--- config.mk ---
export PLATFORM = sky130hd
export DESIGN_NAME = sts_front
export DESIGN_NICKNAME = d
export VERILOG_FILES = /design/src/sts_pkg.sv /design/src/sts_front.sv
export SDC_FILE = /design/constraint.sdc
export NUM_CORES = 1
export LEC_CHECK = 0
export ABC_CLOCK_PERIOD_IN_PS = 2900
export BUFFER_PORTS_ARGS = -buffer_cell sky130_fd_sc_hd__buf_2
export CORE_MARGIN = 1.5
export CORE_UTILIZATION = 30
export CTS_BUF_LIST = sky130_fd_sc_hd__clkbuf_16
export CTS_CLUSTER_DIAMETER = 50
export DETAILED_ROUTE_END_ITERATION = 10
export SLEW_MARGIN = 20
export SYNTH_ARGS = -nofsm -noshare
export SYNTH_HDL_FRONTEND = slang
export SYNTH_SLANG_ARGS = --single-unit
--- constraint.sdc ---
create_clock -name i_clk -period 2.9 [get_ports i_clk]
set_input_delay 0.58 -clock i_clk [delete_from_list [all_inputs] [get_ports i_clk]]
set_output_delay 0.58 -clock i_clk [all_outputs]
set_load 0.005 [all_outputs]
--- src/sts_pkg.sv ---
// Shared types, codes and fixed-point widths for the swing step sequencer.
// Used by every module of the block; depends on nothing else.
package sts_pkg;

    // Defaults for the top-level parameters.
    localparam int CHANNELS_DEF    = 8;
    localparam int STEPS_MAX_DEF   = 64;
    localparam int QUEUE_DEPTH_DEF = 16;

    // Results kept per item; later ones are dropped.
    localparam int MAX_RESULTS = 64;
    localparam int RES_CNT_W   = 7;

    // Field and register widths.
    localparam int OP_W    = 3;
    localparam int NS_W    = 13;
    localparam int STEP_W  = 6;
    localparam int CHAN_W  = 3;
    localparam int TOFF_W  = 16;
    localparam int SOFF_W  = 12;
    localparam int SPS_W   = 38;
    localparam int SWING_W = 16;
    localparam int STEPS_W = 7;
    localparam int CFGI_W  = 2;

    // Internal arithmetic widths.
    localparam int ACC_W  = 39;  // unsigned Q23.16 accumulator, one step length plus one block
    localparam int TF_W   = 41;  // signed Q25.16 distance to the next step
    localparam int POS_W  = 25;  // signed sample position of a fired step
    localparam int WAIT_W = 24;  // samples left for a queued trigger
    localparam int PROD_W = 54;  // 16 x 38 bit product

    localparam logic [SPS_W-1:0]   SPS_MIN     = 38'd65536;
    localparam logic [SPS_W-1:0]   SPS_RESET   = 38'd393216000;
    localparam logic [SWING_W-1:0] SWING_MIN   = 16'd65;
    localparam logic [STEPS_W-1:0] STEPS_RESET = 7'd16;
    localparam logic signed [TOFF_W-1:0] TOFF_CLAMP   = 16'sd16384;
    localparam logic signed [TOFF_W-1:0] TOFF_MIN_MAG = 16'sd32;

    // Input operation codes.
    localparam logic [OP_W-1:0] OP_PROCESS = 3'd0;
    localparam logic [OP_W-1:0] OP_START   = 3'd1;
    localparam logic [OP_W-1:0] OP_STOP    = 3'd2;
    localparam logic [OP_W-1:0] OP_PATTERN = 3'd3;
    localparam logic [OP_W-1:0] OP_OFFSET  = 3'd4;

    // Configuration register indexes.
    localparam logic [CFGI_W-1:0] CFG_SPS   = 2'd0;
    localparam logic [CFGI_W-1:0] CFG_SWING = 2'd1;
    localparam logic [CFGI_W-1:0] CFG_STEPS = 2'd2;

    typedef enum logic [2:0] {
        CMD_NOP     = 3'd0,
        CMD_PROCESS = 3'd1,
        CMD_START   = 3'd2,
        CMD_STOP    = 3'd3,
        CMD_PATTERN = 3'd4,
        CMD_OFFSET  = 3'd5
    } t_cmd;

    typedef struct packed {
        t_cmd                      cmd;
        logic [NS_W-1:0]           ns;
        logic [STEP_W-1:0]         step;
        logic [CHAN_W-1:0]         chan;
        logic                      act;
        logic signed [TOFF_W-1:0]  toff;
    } t_item;

    typedef struct packed {
        logic [CHAN_W-1:0] chan;
        logic [STEP_W-1:0] step;
        logic [SOFF_W-1:0] offset;
        logic              last;
    } t_res;

    typedef struct packed {
        logic [CHAN_W-1:0] chan;
        logic [STEP_W-1:0] step;
        logic [WAIT_W-1:0] wait_cnt;
    } t_pend;

    typedef struct packed {
        logic              en;
        logic [CFGI_W-1:0] idx;
        logic [SPS_W-1:0]  data;
    } t_cfg_wr;

endpackage

--- src/sts_front.sv ---
// Front end: accepts input items into a two-entry queue and classifies the op.
// Depends on sts_pkg.
module sts_front (
    input  logic                              i_clk,
    input  logic                              i_rst_n,
    input  logic                              push,
    output logic                              full,
    input  logic [sts_pkg::OP_W-1:0]          i_op,
    input  logic [sts_pkg::NS_W-1:0]          i_num_samples,
    input  logic [sts_pkg::STEP_W-1:0]        i_step_index,
    input  logic [sts_pkg::CHAN_W-1:0]        i_channel_index,
    input  logic                              i_step_active,
    input  logic signed [sts_pkg::TOFF_W-1:0] i_timing_offset,
    output sts_pkg::t_item                    o_item,
    output logic                              o_valid,
    input  logic                              i_take
);

    sts_pkg::t_item r_slot [2];
    logic           r_wp, r_rp;
    logic [1:0]     r_cnt;
    sts_pkg::t_item cls;
    logic           wr, rd;

    always_comb begin
        cls.ns   = i_num_samples;
        cls.step = i_step_index;
        cls.chan = i_channel_index;
        cls.act  = i_step_active;
        cls.toff = i_timing_offset;
        unique case (i_op)
            sts_pkg::OP_PROCESS: begin
                // An empty block does nothing at all.
                cls.cmd = (i_num_samples == '0) ? sts_pkg::CMD_NOP : sts_pkg::CMD_PROCESS;
            end
            sts_pkg::OP_START:   cls.cmd = sts_pkg::CMD_START;
            sts_pkg::OP_STOP:    cls.cmd = sts_pkg::CMD_STOP;
            sts_pkg::OP_PATTERN: cls.cmd = sts_pkg::CMD_PATTERN;
            sts_pkg::OP_OFFSET:  cls.cmd = sts_pkg::CMD_OFFSET;
            default:             cls.cmd = sts_pkg::CMD_NOP;
        endcase
    end

    assign full    = (r_cnt == 2'd2);
    assign o_valid = (r_cnt != 2'd0);
    assign o_item  = r_slot[r_rp];
    assign wr      = push && !full;
    assign rd      = i_take && o_valid;

    always_ff @(posedge i_clk) begin
        if (wr) begin
            r_slot[r_wp] <= cls;
        end
    end

    always_ff @(posedge i_clk) begin
        if (!i_rst_n) begin
            r_wp  <= 1'b0;
            r_rp  <= 1'b0;
            r_cnt <= 2'd0;
        end else begin
            if (wr) begin
                r_wp <= !r_wp;
            end
            if (rd) begin
                r_rp <= !r_rp;
            end
            r_cnt <= r_cnt + 2'(wr) - 2'(rd);
        end
    end

endmodule

==> out/results.ini <==
[yosys]
synth_top_area_share_pct = 75.6
syn_nets = 218
synthesis.instances = 170
synth_area_leader_cell = edfxtp_1
ys_seq_elements = 89
synth_edf_count = 84
avgSynthCellArea_sq_um = 19.6
synth-main-ff-cell = edfxtp_1
async_flop_share_pct = 0
synth_area_leaders = edfxtp_1 76%, mux2_2 14%, dfxtp_1 3.0%
synth_common_cells = 84 x edfxtp_1, 42 x mux2_2, 5 x dfxtp_1, 5 x nor2_1, 4 x inv_1
syn_area_sq_mm = 0.00333
ys_types = 24
seq_area_frac_synth_pct = 78.6
yosysWarnings = 0
yosysMostFrequentCell = edfxtp_1

[worst_setup_path]
rr_startpoint = r_cnt[0]
end_kind = output port
crit_type = register to output port
worstPathArrival_ns = 1.67
critPathMaxFanout = 42
cp.required_ns = 2.32
crit_path_start_kind = register

[placement]
dp_cells = 398
port_buffers = 89
dpl_worst_slack_ns = 0.853
place_area_sq_mm = 0.00395
place.gp.congestion = 0.678
dp_hpwl_um = 3740

[sta]
hold_viol = 0
rsz0062_at_grt = false
timing.fmax_mhz = 444
final.min_clock_period_ns = 2.25
period_share_pct = 77.6
maxSlewHeadroom_pct = 56.9
setup_viol = 0
slew_viol_final = 0
worst_hold_slack_ns = 0.435
fin_setup_tns_ns = 0
worst_pin_slew_ns = 0.647
worst_slack_ns = 0.649
finalClockSkew_ns = 0.00567

[flow_run]
drv_cap = 0

[global_route]
overflow = 0
grt_first_pass_wirelength_um = 8660
grt_use_total_pct = 10.1
grt_pass1_vias = 1773
antenna_found_initial = 0
grt_max_degree = 43

[clock_tree]
cts_tree = yes
cts.sinks = 89
cts_resized = 0
cts_hold_buf = 0
clk_pin_slew_ns = 0.06
cts_max_level = 3
clk_latency_ns = 0.33
cts_setup_buffers = 0
cts_made_buffers = 9
clock_path_buffers = 2
cts_root_buf = clkbuf_16

[routing]
wl_per_cell_um = 13.9
antenna_left = 0
vias_per_cell = 4.26
dr.pass1.iters = 4
wirelength_um = 5750
drt_iter0_markers = 32
drcViolationCount = 0
vias = 1765

[floorplan]
num_rows = 38
pin_count = 90
die_height_um = 108
start_util_pct = 30.8
core_area_sq_mm = 0.0108
die_x_um = 108
dieArea_sq_mm = 0.0118

[final_layout]
area_growth_pct = 26.5
nNetsFinal = 317
antennaDiodeCount = 0
fillCellCount = 1028
final_cells = 414
drive_above_1_share_pct = 56.2
stdcell_area_sq_mm = 0.00422

[power]
p_per_area_mw_per_mm2 = 807
p_leak_uw = 0.00159
power.ir.vdd_worst_v = 0.000244

[outcome]
status = completed

[worst_hold_path]
min_from = i_step_index[2]
hold_path_class = primary input to register

area by class of cell:
cell class | count | area [sq um] | share of cell area [%]
clock buffer | 9 | 225 | 5.34
clock inverter | 7 | 40.0 | 0.949
inverter | 5 | 18.8 | 0.445
timing repair buffer | 93 | 475 | 11.3
tap | 140 | 175 | 4.15
multi-input combinational | 71 | 661 | 15.7
sequential | 89 | 2620 | 62.2
final timing paths:
kind | end | slack (ns) | cells past startpoint
setup / recovery | o_item[26] | 0.65 | 3
hold / removal | r_slot[0][22] | 0.43 | 1
setup reg to reg | r_slot[0][12] | 1.10 | 5
hold reg to reg | r_wp | 0.49 | 2
routing by layer:
metal / part of all wire (%) / global-route usage (%)
met1: 44 / 12.1
met2: 48 / 16.4
met3: 6.3 / 3.32
met4: 1.7 / 5.08
met5: 0 / 0
report_power, final:
part	switching, uW	total, uW	internal [uW]
registers	39.4	1640	1600
logic	366	749	383
clock network	445	1010	570
cell families (layout without fill, tap and decap cells):
family | Yosys count | after routing | share of synthesized area [%]
buffers and inverters | 10 | 114 | 1.54
xor gates and xnor gates | 4 | 4 | 1.05
adders and majority gates | 2 | 2 | 0.750
muxes | 42 | 42 | 14.2
DFF | 89 | 89 | 78.6
and+or+nand+nor | 18 | 18 | 2.93
AOI/OAI and AO/OA | 5 | 5 | 0.901
metrics by stage:
| step | total power, uW | util [%] |
|---|---|---|
| floorplan | 2130 | - |
| detailed placement | 2440 | 36.5 |
| finish | 3400 | 38.9 |
| global placement | 2430 | 36.5 |
| CTS | 3470 | 38.9 |
| global route | 3590 | 38.9 |
worst max-delay path, cell delays in order (launching register included):
cell     delay [ns]
dfxtp_2        0.31
buf_4          0.48
mux2_2         0.41
buf_2          0.13
flip-flops by register name, indices dropped and copies added (netlist names), named ones only:
| signal | count |
|---|---|
| r_slot | 84 |
| r_cnt | 2 |
| r_rp | 1 |
| r_wp | 1 |
layout by cell type, fill, tap and decap left out, drive strengths merged, types with 3 or more instances in the layout:
master | netlist | routed
buf | 5 | 93
dfxtp | 5 | 5
xnor2 | 3 | 3
nor4 | 3 | 3
nor2 | 5 | 5
mux2 | 42 | 42
clkbuf | 0 | 9
inv | 5 | 7
nand2 | 3 | 3
clkinv | 0 | 3
edfxtp | 84 | 84
Power figures use the tool's default switching activity.
