`src/sts_pkg.sv`:
```
// Shared types, codes and fixed-point widths for the swing step sequencer.
// Used by every module of the block; depends on nothing else.
package sts_pkg;

    // Defaults for the top-level parameters.
    localparam int CHANNELS_DEF    = 8;
    localparam int STEPS_MAX_DEF   = 64;
    localparam int QUEUE_DEPTH_DEF = 16;

    // Results kept per item; later ones are dropped.
    localparam int MAX_RESULTS = 64;
    localparam int RES_CNT_W   = 7;

    // Field and register widths.
    localparam int OP_W    = 3;
    localparam int NS_W    = 13;
    localparam int STEP_W  = 6;
    localparam int CHAN_W  = 3;
    localparam int TOFF_W  = 16;
    localparam int SOFF_W  = 12;
    localparam int SPS_W   = 38;
    localparam int SWING_W = 16;
    localparam int STEPS_W = 7;
    localparam int CFGI_W  = 2;

    // Internal arithmetic widths.
    localparam int ACC_W  = 39;  // unsigned Q23.16 accumulator, one step length plus one block
    localparam int TF_W   = 41;  // signed Q25.16 distance to the next step
    localparam int POS_W  = 25;  // signed sample position of a fired step
    localparam int WAIT_W = 24;  // samples left for a queued trigger
    localparam int PROD_W = 54;  // 16 x 38 bit product

    localparam logic [SPS_W-1:0]   SPS_MIN     = 38'd65536;
    localparam logic [SPS_W-1:0]   SPS_RESET   = 38'd393216000;
    localparam logic [SWING_W-1:0] SWING_MIN   = 16'd65;
    localparam logic [STEPS_W-1:0] STEPS_RESET = 7'd16;
    localparam logic signed [TOFF_W-1:0] TOFF_CLAMP   = 16'sd16384;
    localparam logic signed [TOFF_W-1:0] TOFF_MIN_MAG = 16'sd32;

    // Input operation codes.
    localparam logic [OP_W-1:0] OP_PROCESS = 3'd0;
    localparam logic [OP_W-1:0] OP_START   = 3'd1;
    localparam logic [OP_W-1:0] OP_STOP    = 3'd2;
    localparam logic [OP_W-1:0] OP_PATTERN = 3'd3;
    localparam logic [OP_W-1:0] OP_OFFSET  = 3'd4;

    // Configuration register indexes.
    localparam logic [CFGI_W-1:0] CFG_SPS   = 2'd0;
    localparam logic [CFGI_W-1:0] CFG_SWING = 2'd1;
    localparam logic [CFGI_W-1:0] CFG_STEPS = 2'd2;

    typedef enum logic [2:0] {
        CMD_NOP     = 3'd0,
        CMD_PROCESS = 3'd1,
        CMD_START   = 3'd2,
        CMD_STOP    = 3'd3,
        CMD_PATTERN = 3'd4,
        CMD_OFFSET  = 3'd5
    } t_cmd;

    typedef struct packed {
        t_cmd                      cmd;
        logic [NS_W-1:0]           ns;
        logic [STEP_W-1:0]         step;
        logic [CHAN_W-1:0]         chan;
        logic                      act;
        logic signed [TOFF_W-1:0]  toff;
    } t_item;

    typedef struct packed {
        logic [CHAN_W-1:0] chan;
        logic [STEP_W-1:0] step;
        logic [SOFF_W-1:0] offset;
        logic              last;
    } t_res;

    typedef struct packed {
        logic [CHAN_W-1:0] chan;
        logic [STEP_W-1:0] step;
        logic [WAIT_W-1:0] wait_cnt;
    } t_pend;

    typedef struct packed {
        logic              en;
        logic [CFGI_W-1:0] idx;
        logic [SPS_W-1:0]  data;
    } t_cfg_wr;

endpackage

```
`src/sts_out_fifo.sv`:
```
// Result queue between the sequencer core and the result ports.
// Depends on sts_pkg.
module sts_out_fifo (
    input  logic          i_clk,
    input  logic          i_rst_n,
    input  logic          i_push,
    input  sts_pkg::t_res i_res,
    output logic          o_full,
    output logic          empty,
    input  logic          pop,
    output sts_pkg::t_res o_res
);

    sts_pkg::t_res r_mem [4];
    logic [1:0]    r_wp, r_rp;
    logic [2:0]    r_cnt;
    logic          wr, rd;

    assign o_full = (r_cnt == 3'd4);
    assign empty  = (r_cnt == 3'd0);
    assign o_res  = r_mem[r_rp];
    assign wr     = i_push && !o_full;
    assign rd     = pop && !empty;

    always_ff @(posedge i_clk) begin
        if (wr) begin
            r_mem[r_wp] <= i_res;
        end
    end

    always_ff @(posedge i_clk) begin
        if (!i_rst_n) begin
            r_wp  <= 2'd0;
            r_rp  <= 2'd0;
            r_cnt <= 3'd0;
        end else begin
            r_wp  <= r_wp + 2'(wr);
            r_rp  <= r_rp + 2'(rd);
            r_cnt <= r_cnt + 3'(wr) - 3'(rd);
        end
    end

endmodule

```
`config.mk`:
```
export PLATFORM = sky130hd
export DESIGN_NAME = sts_out_fifo
export DESIGN_NICKNAME = d
export VERILOG_FILES = /design/src/sts_pkg.sv /design/src/sts_out_fifo.sv
export SDC_FILE = /design/constraint.sdc
export NUM_CORES = 1
export LEC_CHECK = 0
export ABC_CLOCK_PERIOD_IN_PS = 5900
export BUFFER_PORTS_ARGS = -buffer_cell sky130_fd_sc_hd__buf_2
export CELL_PAD_IN_SITES_DETAIL_PLACEMENT = 1
export CELL_PAD_IN_SITES_GLOBAL_PLACEMENT = 1
export CORE_ASPECT_RATIO = 0.75
export CORE_MARGIN = 2
export CORE_UTILIZATION = 40
export DETAILED_ROUTE_END_ITERATION = 12
export GPL_TIMING_DRIVEN = 1
export PLACE_DENSITY = 0.68
export SLEW_MARGIN = 20
export SYNTH_ARGS = -nofsm -noshare
export SYNTH_HDL_FRONTEND = slang
export SYNTH_SLANG_ARGS = --single-unit
```
`constraint.sdc`:
```
create_clock -name i_clk -period 5.9 [get_ports i_clk]
set_clock_uncertainty 0.2 [all_clocks]
set_input_delay 1.18 -clock i_clk [delete_from_list [all_inputs] [get_ports i_clk]]
set_output_delay 1.18 -clock i_clk [all_outputs]
set_load 0.02 [all_outputs]
```
==> results of run 1 <==
-- cell type report --
class,instances,area (µm²)
Inverter,2,7.51
Tap cell,108,135
Sequential cell,95,2780
Clock buffer,14,274
Fill cell,784,4310
Multi-Input combinational cell,48,737
Clock inverter,2,37.5
Timing Repair Buffer,54,283
-- through the flow --
stage	setup WS (ps)	cell area, µm²
3_5_place_dp	2780	3950
3_3_place_gp	2800	3950
2_1_floorplan	2330	3570
6_report	2480	4260
5_1_grt	2320	4260
4_1_cts	2410	4260
-- where the power goes --
part / switching (mW) / total, mW / internal (mW)
combinational: 0.233 / 0.444 / 0.211
clock: 0.221 / 0.584 / 0.363
sequential: 0.0732 / 0.896 / 0.823
-- final timing paths --
path,startpoint,end,depth (start not counted)
setup / recovery,r_rp[0]$_SDFF_PN0_,o_res[0],2
hold / removal,r_wp[1]$_SDFF_PN0_,r_wp[1]$_SDFF_PN0_,2
hold reg to reg,r_wp[1]$_SDFF_PN0_,r_wp[1]$_SDFF_PN0_,2
setup reg to reg,r_cnt[2]$_SDFF_PN0_,r_cnt[2]$_SDFF_PN0_,9
-- cell families after synthesis --
logic type                 share of synthesized area [%]
adders and majority gates                           1.26
and+or+nand+nor                                     3.01
buffers and inverters                               1.93
AOI/OAI and AO/OA                                  0.595
muxes                                               13.9
DFF                                                 77.9
xor gates and xnor gates                            1.47
-- per-layer routing --
layer,up-vias,share of wire (%)
li1,739,-
met1,823,43
met2,44,50
met3,6,5.0
met4,0,1.5
met5,-,0
-- sequential cells by signal, summed over array words and instances, names as in the netlist --
name   count
r_cnt      3
r_mem     88
r_wp       2
r_rp       2
-- layout by cell type, fill, tap and decap left out --
cell type / n
edfxtp_1: 88
buf_2: 49
mux4_2: 22
clkbuf_16: 9
and2_1: 7
dfxtp_1: 6
xnor2_1: 5
buf_4: 5
nor3b_2: 3
clkbuf_8: 3
ha_1: 2
clkbuf_1: 2
nor3_1: 1
nand2b_4: 1
inv_2: 1
o31ai_2: 1
nand2b_1: 1
inv_1: 1
and3_1: 1
nor3_2: 1
o311ai_1: 1
xor2_1: 1
fa_1: 1
clkinvlp_4: 1
bufinv_16: 1
dfxtp_2: 1
-- worst max-delay path: cells and delay by family (launching register included) --
kind | cells | cell delay (ps)
buffers and inverters | 1 | 180
DFF | 1 | 910
muxes | 1 | 620
==> key figures, run 1 <==
Status
  • Status: complete, but fails checks
  • Failing checks: design-rule violations

Floorplan
  • Chip width: 113 µm
  • Row count: 29
  • Die H: about 86 µm
  • Initial Util: 41.7%
  • Core area: 8560 µm²
  • Io pins: 50
  • Area of the die: roughly 9700 µm²

Worst setup path
  • Largest fanout on the critical path: 24
  • Startpoint Class: register
  • Slowest stage cell on the critical path: dfxtp_2
  • CP required: ~4500 ps
  • Crit path cell chain: mux4_2 > buf_2
  • WS Path Type: reg2out
  • Reg2Reg Setup Slack: around 3600 ps
  • Crit path DAT: slightly above 2000 ps
  • Crit end category: primary output
  • Slowest stage delay, CP: 910 ps

Synthesis
  • Number of synthesized register bits: 95
  • Synth unique cells: 21
  • Most instantiated library cell after synthesis: edfxtp_1
  • Seq/Total Area, Yosys: 77.9%
  • Mapped Nets: 179
  • Area contributors post-synth: edfxtp_1 74%, mux4_2 14%, dfxtp_1 3.9%
  • Ys async rst share: 0%
  • Synth top area share: 73.9%
  • Top post-synthesis cells by count: 88 x edfxtp_1, 22 x mux4_2, 7 x and2_1, 7 x dfxtp_1, 5 x xnor2_1
  • Synth warnings: 0
  • Syn Inst Count: 150
  • Post-synth top flop: edfxtp_1
  • Dominant cell type by area after synthesis: edfxtp_1
  • Mean Syn Cell Area: 23.8 µm²
  • Mapped Area: 3570 µm²
  • Post-synth EDFFs: 88

Global route
  • GR Util All Layers: 14.0%
  • Vias in the first global route: 1802
  • Met1 GRT Util: around 17%
  • Initial antenna violation count: 0
  • Global route hottest layer: met2
  • Largest net degree at the start of global routing: 25
  • M3 GR Usage: 5.16%
  • M2 GR Usage: 22.8%
  • Grt total ovfl: 0
  • First-pass GRT wire length: 9.72 mm

Cells and area
  • Nets: 239
  • Fin util: 49.7%
  • N_diodes: 0
  • Final cell count without fillers: 323
  • Layout cells sized above 1: 45.6%
  • Area grow syn2layout: 19.2%

Clock tree
  • Hold buffer count at CTS: 0
  • Clock Pin Slew Worst Setup and Hold Paths: 60 ps
  • H-tree level count: 3
  • Post-CTS sizing: 0
  • Clock Sinks: 95
  • CTS tree: yes
  • Longest Clk Path Bufs: 2
  • Clock Latency Late Sink: 330 ps
  • Setup Fix Bufs, Post-CTS: 0
  • Total CTS buffers: 9
  • Root Driver: clkbuf_16

Place
  • # port buffers: 49
  • Post-Place Cells: ~310
  • HPWL after DPL: 3.95 mm
  • RD Place Congestion: just over 0.7

STA
  • Final hold vios: 0
  • TNS Setup: 0 ps
  • Min cycle time layout: 3420 ps
  • Tcrit/Tclk final: 58.0%
  • Slew Viols, Final: 0
  • Slew headroom: 41.1%
  • Final setup fails: 0
  • Least-Margin Pin Slew: 883 ps
  • Unrepaired setup endpoints after global routing: false
  • Hold_ws: 448 ps
  • Peak Freq: 0.292 GHz

Route
  • Drt drc: 3
  • Vias/cell: 4.99
  • Pre-Repair DR Iteration Count: 10
  • Drt total wl: 6.18 mm
  • Vias: 1612
  • DRT antenna net count: 0
  • Initial DRC count: between 80 and 90
  • Routed wire per std cell: 19.1 µm

Worst hold path
  • Hold WC Path Type: reg2reg

Job
  • MaxCap Viol Count: 0

Pwr
  • Pwr Total: just under 2 mW
  • Max VDD drop: 318 µV
  • Lkg Pwr: 1.45 nW
  • Pwr Density: 452 nW/µm²
Note: power is estimated with default switching activity, not from simulation.
==> run 2, diff against run 1 <==
ABC_CLOCK_PERIOD_IN_PS = 3100   (was 5900)
PLACE_DENSITY = 0.7   (was 0.68)
clock period = 3.1 ns   (was 5.9 ns; I/O delays follow)
==> run 2 against run 1 <==
Compared with the run above:
- the flow still finishes with violations (design-rule violations)
- sequential power is 85% higher
- total power up 99%
- cell count increased by 1.5%
- critical path depth grew 1
- die area unchanged
- critical path type unchanged
- final area grew 1.9%
- combinational power is 110% higher
- utilization is 0.95 points higher
- global-route usage grew 0.54 points
- count of clock-buffer cells in the layout shrank 4
- flip-flop and latch count unchanged
==> key figures, run 2 (same netlist as run 1, synthesis figures left out) <==
STA
  • Worst setup margin: about 410 ps
  • Slew Viols, Final: 0
  • Slew headroom: 71.7%
  • TNS Setup: 0 ps
  • Final setup fails: 0
  • Least-Margin Pin Slew: 424 ps
  • Unrepaired setup endpoints after global routing: false
  • Final hold vios: 0
  • Min cycle time layout: 2690 ps
  • Tcrit/Tclk final: between 80% and 90%
  • Hold_ws: around 300 ps
  • Peak Freq: roughly 0.37 GHz

Worst setup path
  • CP required: 2280 ps
  • Largest fanout on the critical path: 14
  • Startpoint Class: register
  • Crit path DAT: 1870 ps
  • Worst Path Buf+Inv: 2
  • Worst setup startpoint: r_rp[0]$_SDFF_PN0_
  • Kind of cell adding the most delay to the critical path: flip-flops
  • Crit end category: primary output
  • Crit path cell chain: buf_12 > mux4_2 > buf_2
  • Slowest stage delay, CP: 590 ps
  • WS Path Type: reg2out
  • Slowest stage cell on the critical path: dfxtp_2
  • Reg2reg start: r_cnt[2]$_SDFF_PN0_

Cells and area
  • Nets: between 200 and 250
  • Max reg flops: 88
  • Layout cells sized above 1: between 40% and 50%
  • Commonest non-fill, non-tap cell in the layout: edfxtp_1
  • Regs by FF count: r_mem (88), r_cnt (3)
  • Area grow syn2layout: 21.4%
  • Design area: 4340 µm²
  • Most flops, register: r_mem
  • N_diodes: 0
  • Final cell count without fillers: 328
  • Most frequent cells in the layout: 88 x edfxtp_1, 49 x buf_2, 22 x mux4_2, 10 x buf_4, 9 x clkbuf_16

Clock tree
  • Clock Latency Late Sink: 330 ps
  • CTS tree: yes
  • H-tree level count: 3
  • Post-CTS sizing: 0
  • Root Driver: clkbuf_16
  • Setup Fix Bufs, Post-CTS: 0
  • Longest Clk Path Bufs: 2
  • Clock Pin Slew Worst Setup and Hold Paths: approximately 60 ps
  • Total CTS buffers: 9
  • Hold buffer count at CTS: 0
  • Clock Sinks: 95

Place
  • Post-Place Cells: 313
  • Placed instance area: around 4000 µm²
  • Pre-CTS WS: 720 ps
  • HPWL after DPL: 4.54 mm
  • # port buffers: 49
  • RD Place Congestion: 0.640

Global route
  • Grt total ovfl: 0
  • GR Util All Layers: 14.6%
  • Largest net degree at the start of global routing: 16
  • Initial antenna violation count: 0
  • First-pass GRT wire length: 10.3 mm
  • Vias in the first global route: about 1800

Route
  • Routed wire per std cell: 20.2 µm
  • Routed length on met2: 3.31 mm
  • Metal3 WL: 200 µm
  • Pre-Repair DR Iteration Count: 10
  • Top layer in use: met4
  • DRT antenna net count: 0
  • Initial DRC count: 61
  • Vias/cell: 5.06
  • Drt drc: 2
  • Met1 wire length: roughly 3 mm
  • Vias: 1661
  • Drt total wl: 6.62 mm

Pwr
  • Max VDD drop: 360 µV
  • Lkg Pwr: 1.50 nW
  • Pwr Density: 881 nW/µm²

Job
  • MaxCap Viol Count: 0

Floorplan
  • Io pins: 50
  • Initial Util: 41.7%
  • Area of the die: 9710 µm²
  • Core area: 8560 µm²
  • Row count: 29
  • Chip width: 113 µm
  • Die H: 85.9 µm

Worst hold path
  • Hold WC Path Type: in2reg
  • Min-delay src: i_res[5]

Status
  • Failing checks: design-rule violations
  • Status: complete, but fails checks
-- run 2: cell count changes in the layout (fill, tap and decap cells not counted) --
cell,previous run,this run
buf_12,0,1
buf_4,5,10
bufinv_16,1,3
clkbuf_1,2,1
clkbuf_8,3,0
inv_6,0,1
-- run 2: stage by stage --
step / utilization (%) / power (mW)
6_report: 50.7 / 3.82
5_1_grt: 50.7 / 3.98
4_1_cts: 50.7 / 3.87
3_5_place_dp: 46.8 / 2.65
3_3_place_gp: 46.8 / 2.63
2_1_floorplan: - / 2.36
-- run 2: power by group --
part	switching, mW	leakage [nW]	internal, mW	total (mW)
Sequential	0.0974	0.864	1.57	1.66
Clock	0.436	0.159	0.786	1.22
Combinational	0.503	0.475	0.436	0.939
-- run 2: cell type report --
| class | instances | area [µm²] |
|---|---|---|
| well taps | 108 | 135 |
| fillers | 788 | 4220 |
| multi-input cells | 48 | 737 |
| inverters | 2 | 7.51 |
| clock buffers | 10 | 229 |
| flip-flops and latches | 95 | 2780 |
| clock inverters | 5 | 106 |
| repair buffers | 60 | 340 |
-- run 2: path summary, 6_finish.rpt --
| path | to | slack, ps | cells after the start |
|---|---|---|---|
| hold reg to reg | r_wp[1]$_SDFF_PN0_ | 470 | 2 |
| hold / removal | r_mem[2][5]$_DFFE_PP_ | 300 | 1 |
| setup / recovery | o_res[2] | 410 | 3 |
| setup reg to reg | r_cnt[2]$_SDFF_PN0_ | 770 | 9 |
-- run 2: routing by layer --
layer / vias to the layer above / GRT usage [%]
met5: - / 0
met4: 0 / 5.32
met3: 11 / 3.18
met2: 32 / 24.0
met1: 869 / 19.5
li1: 749 / -
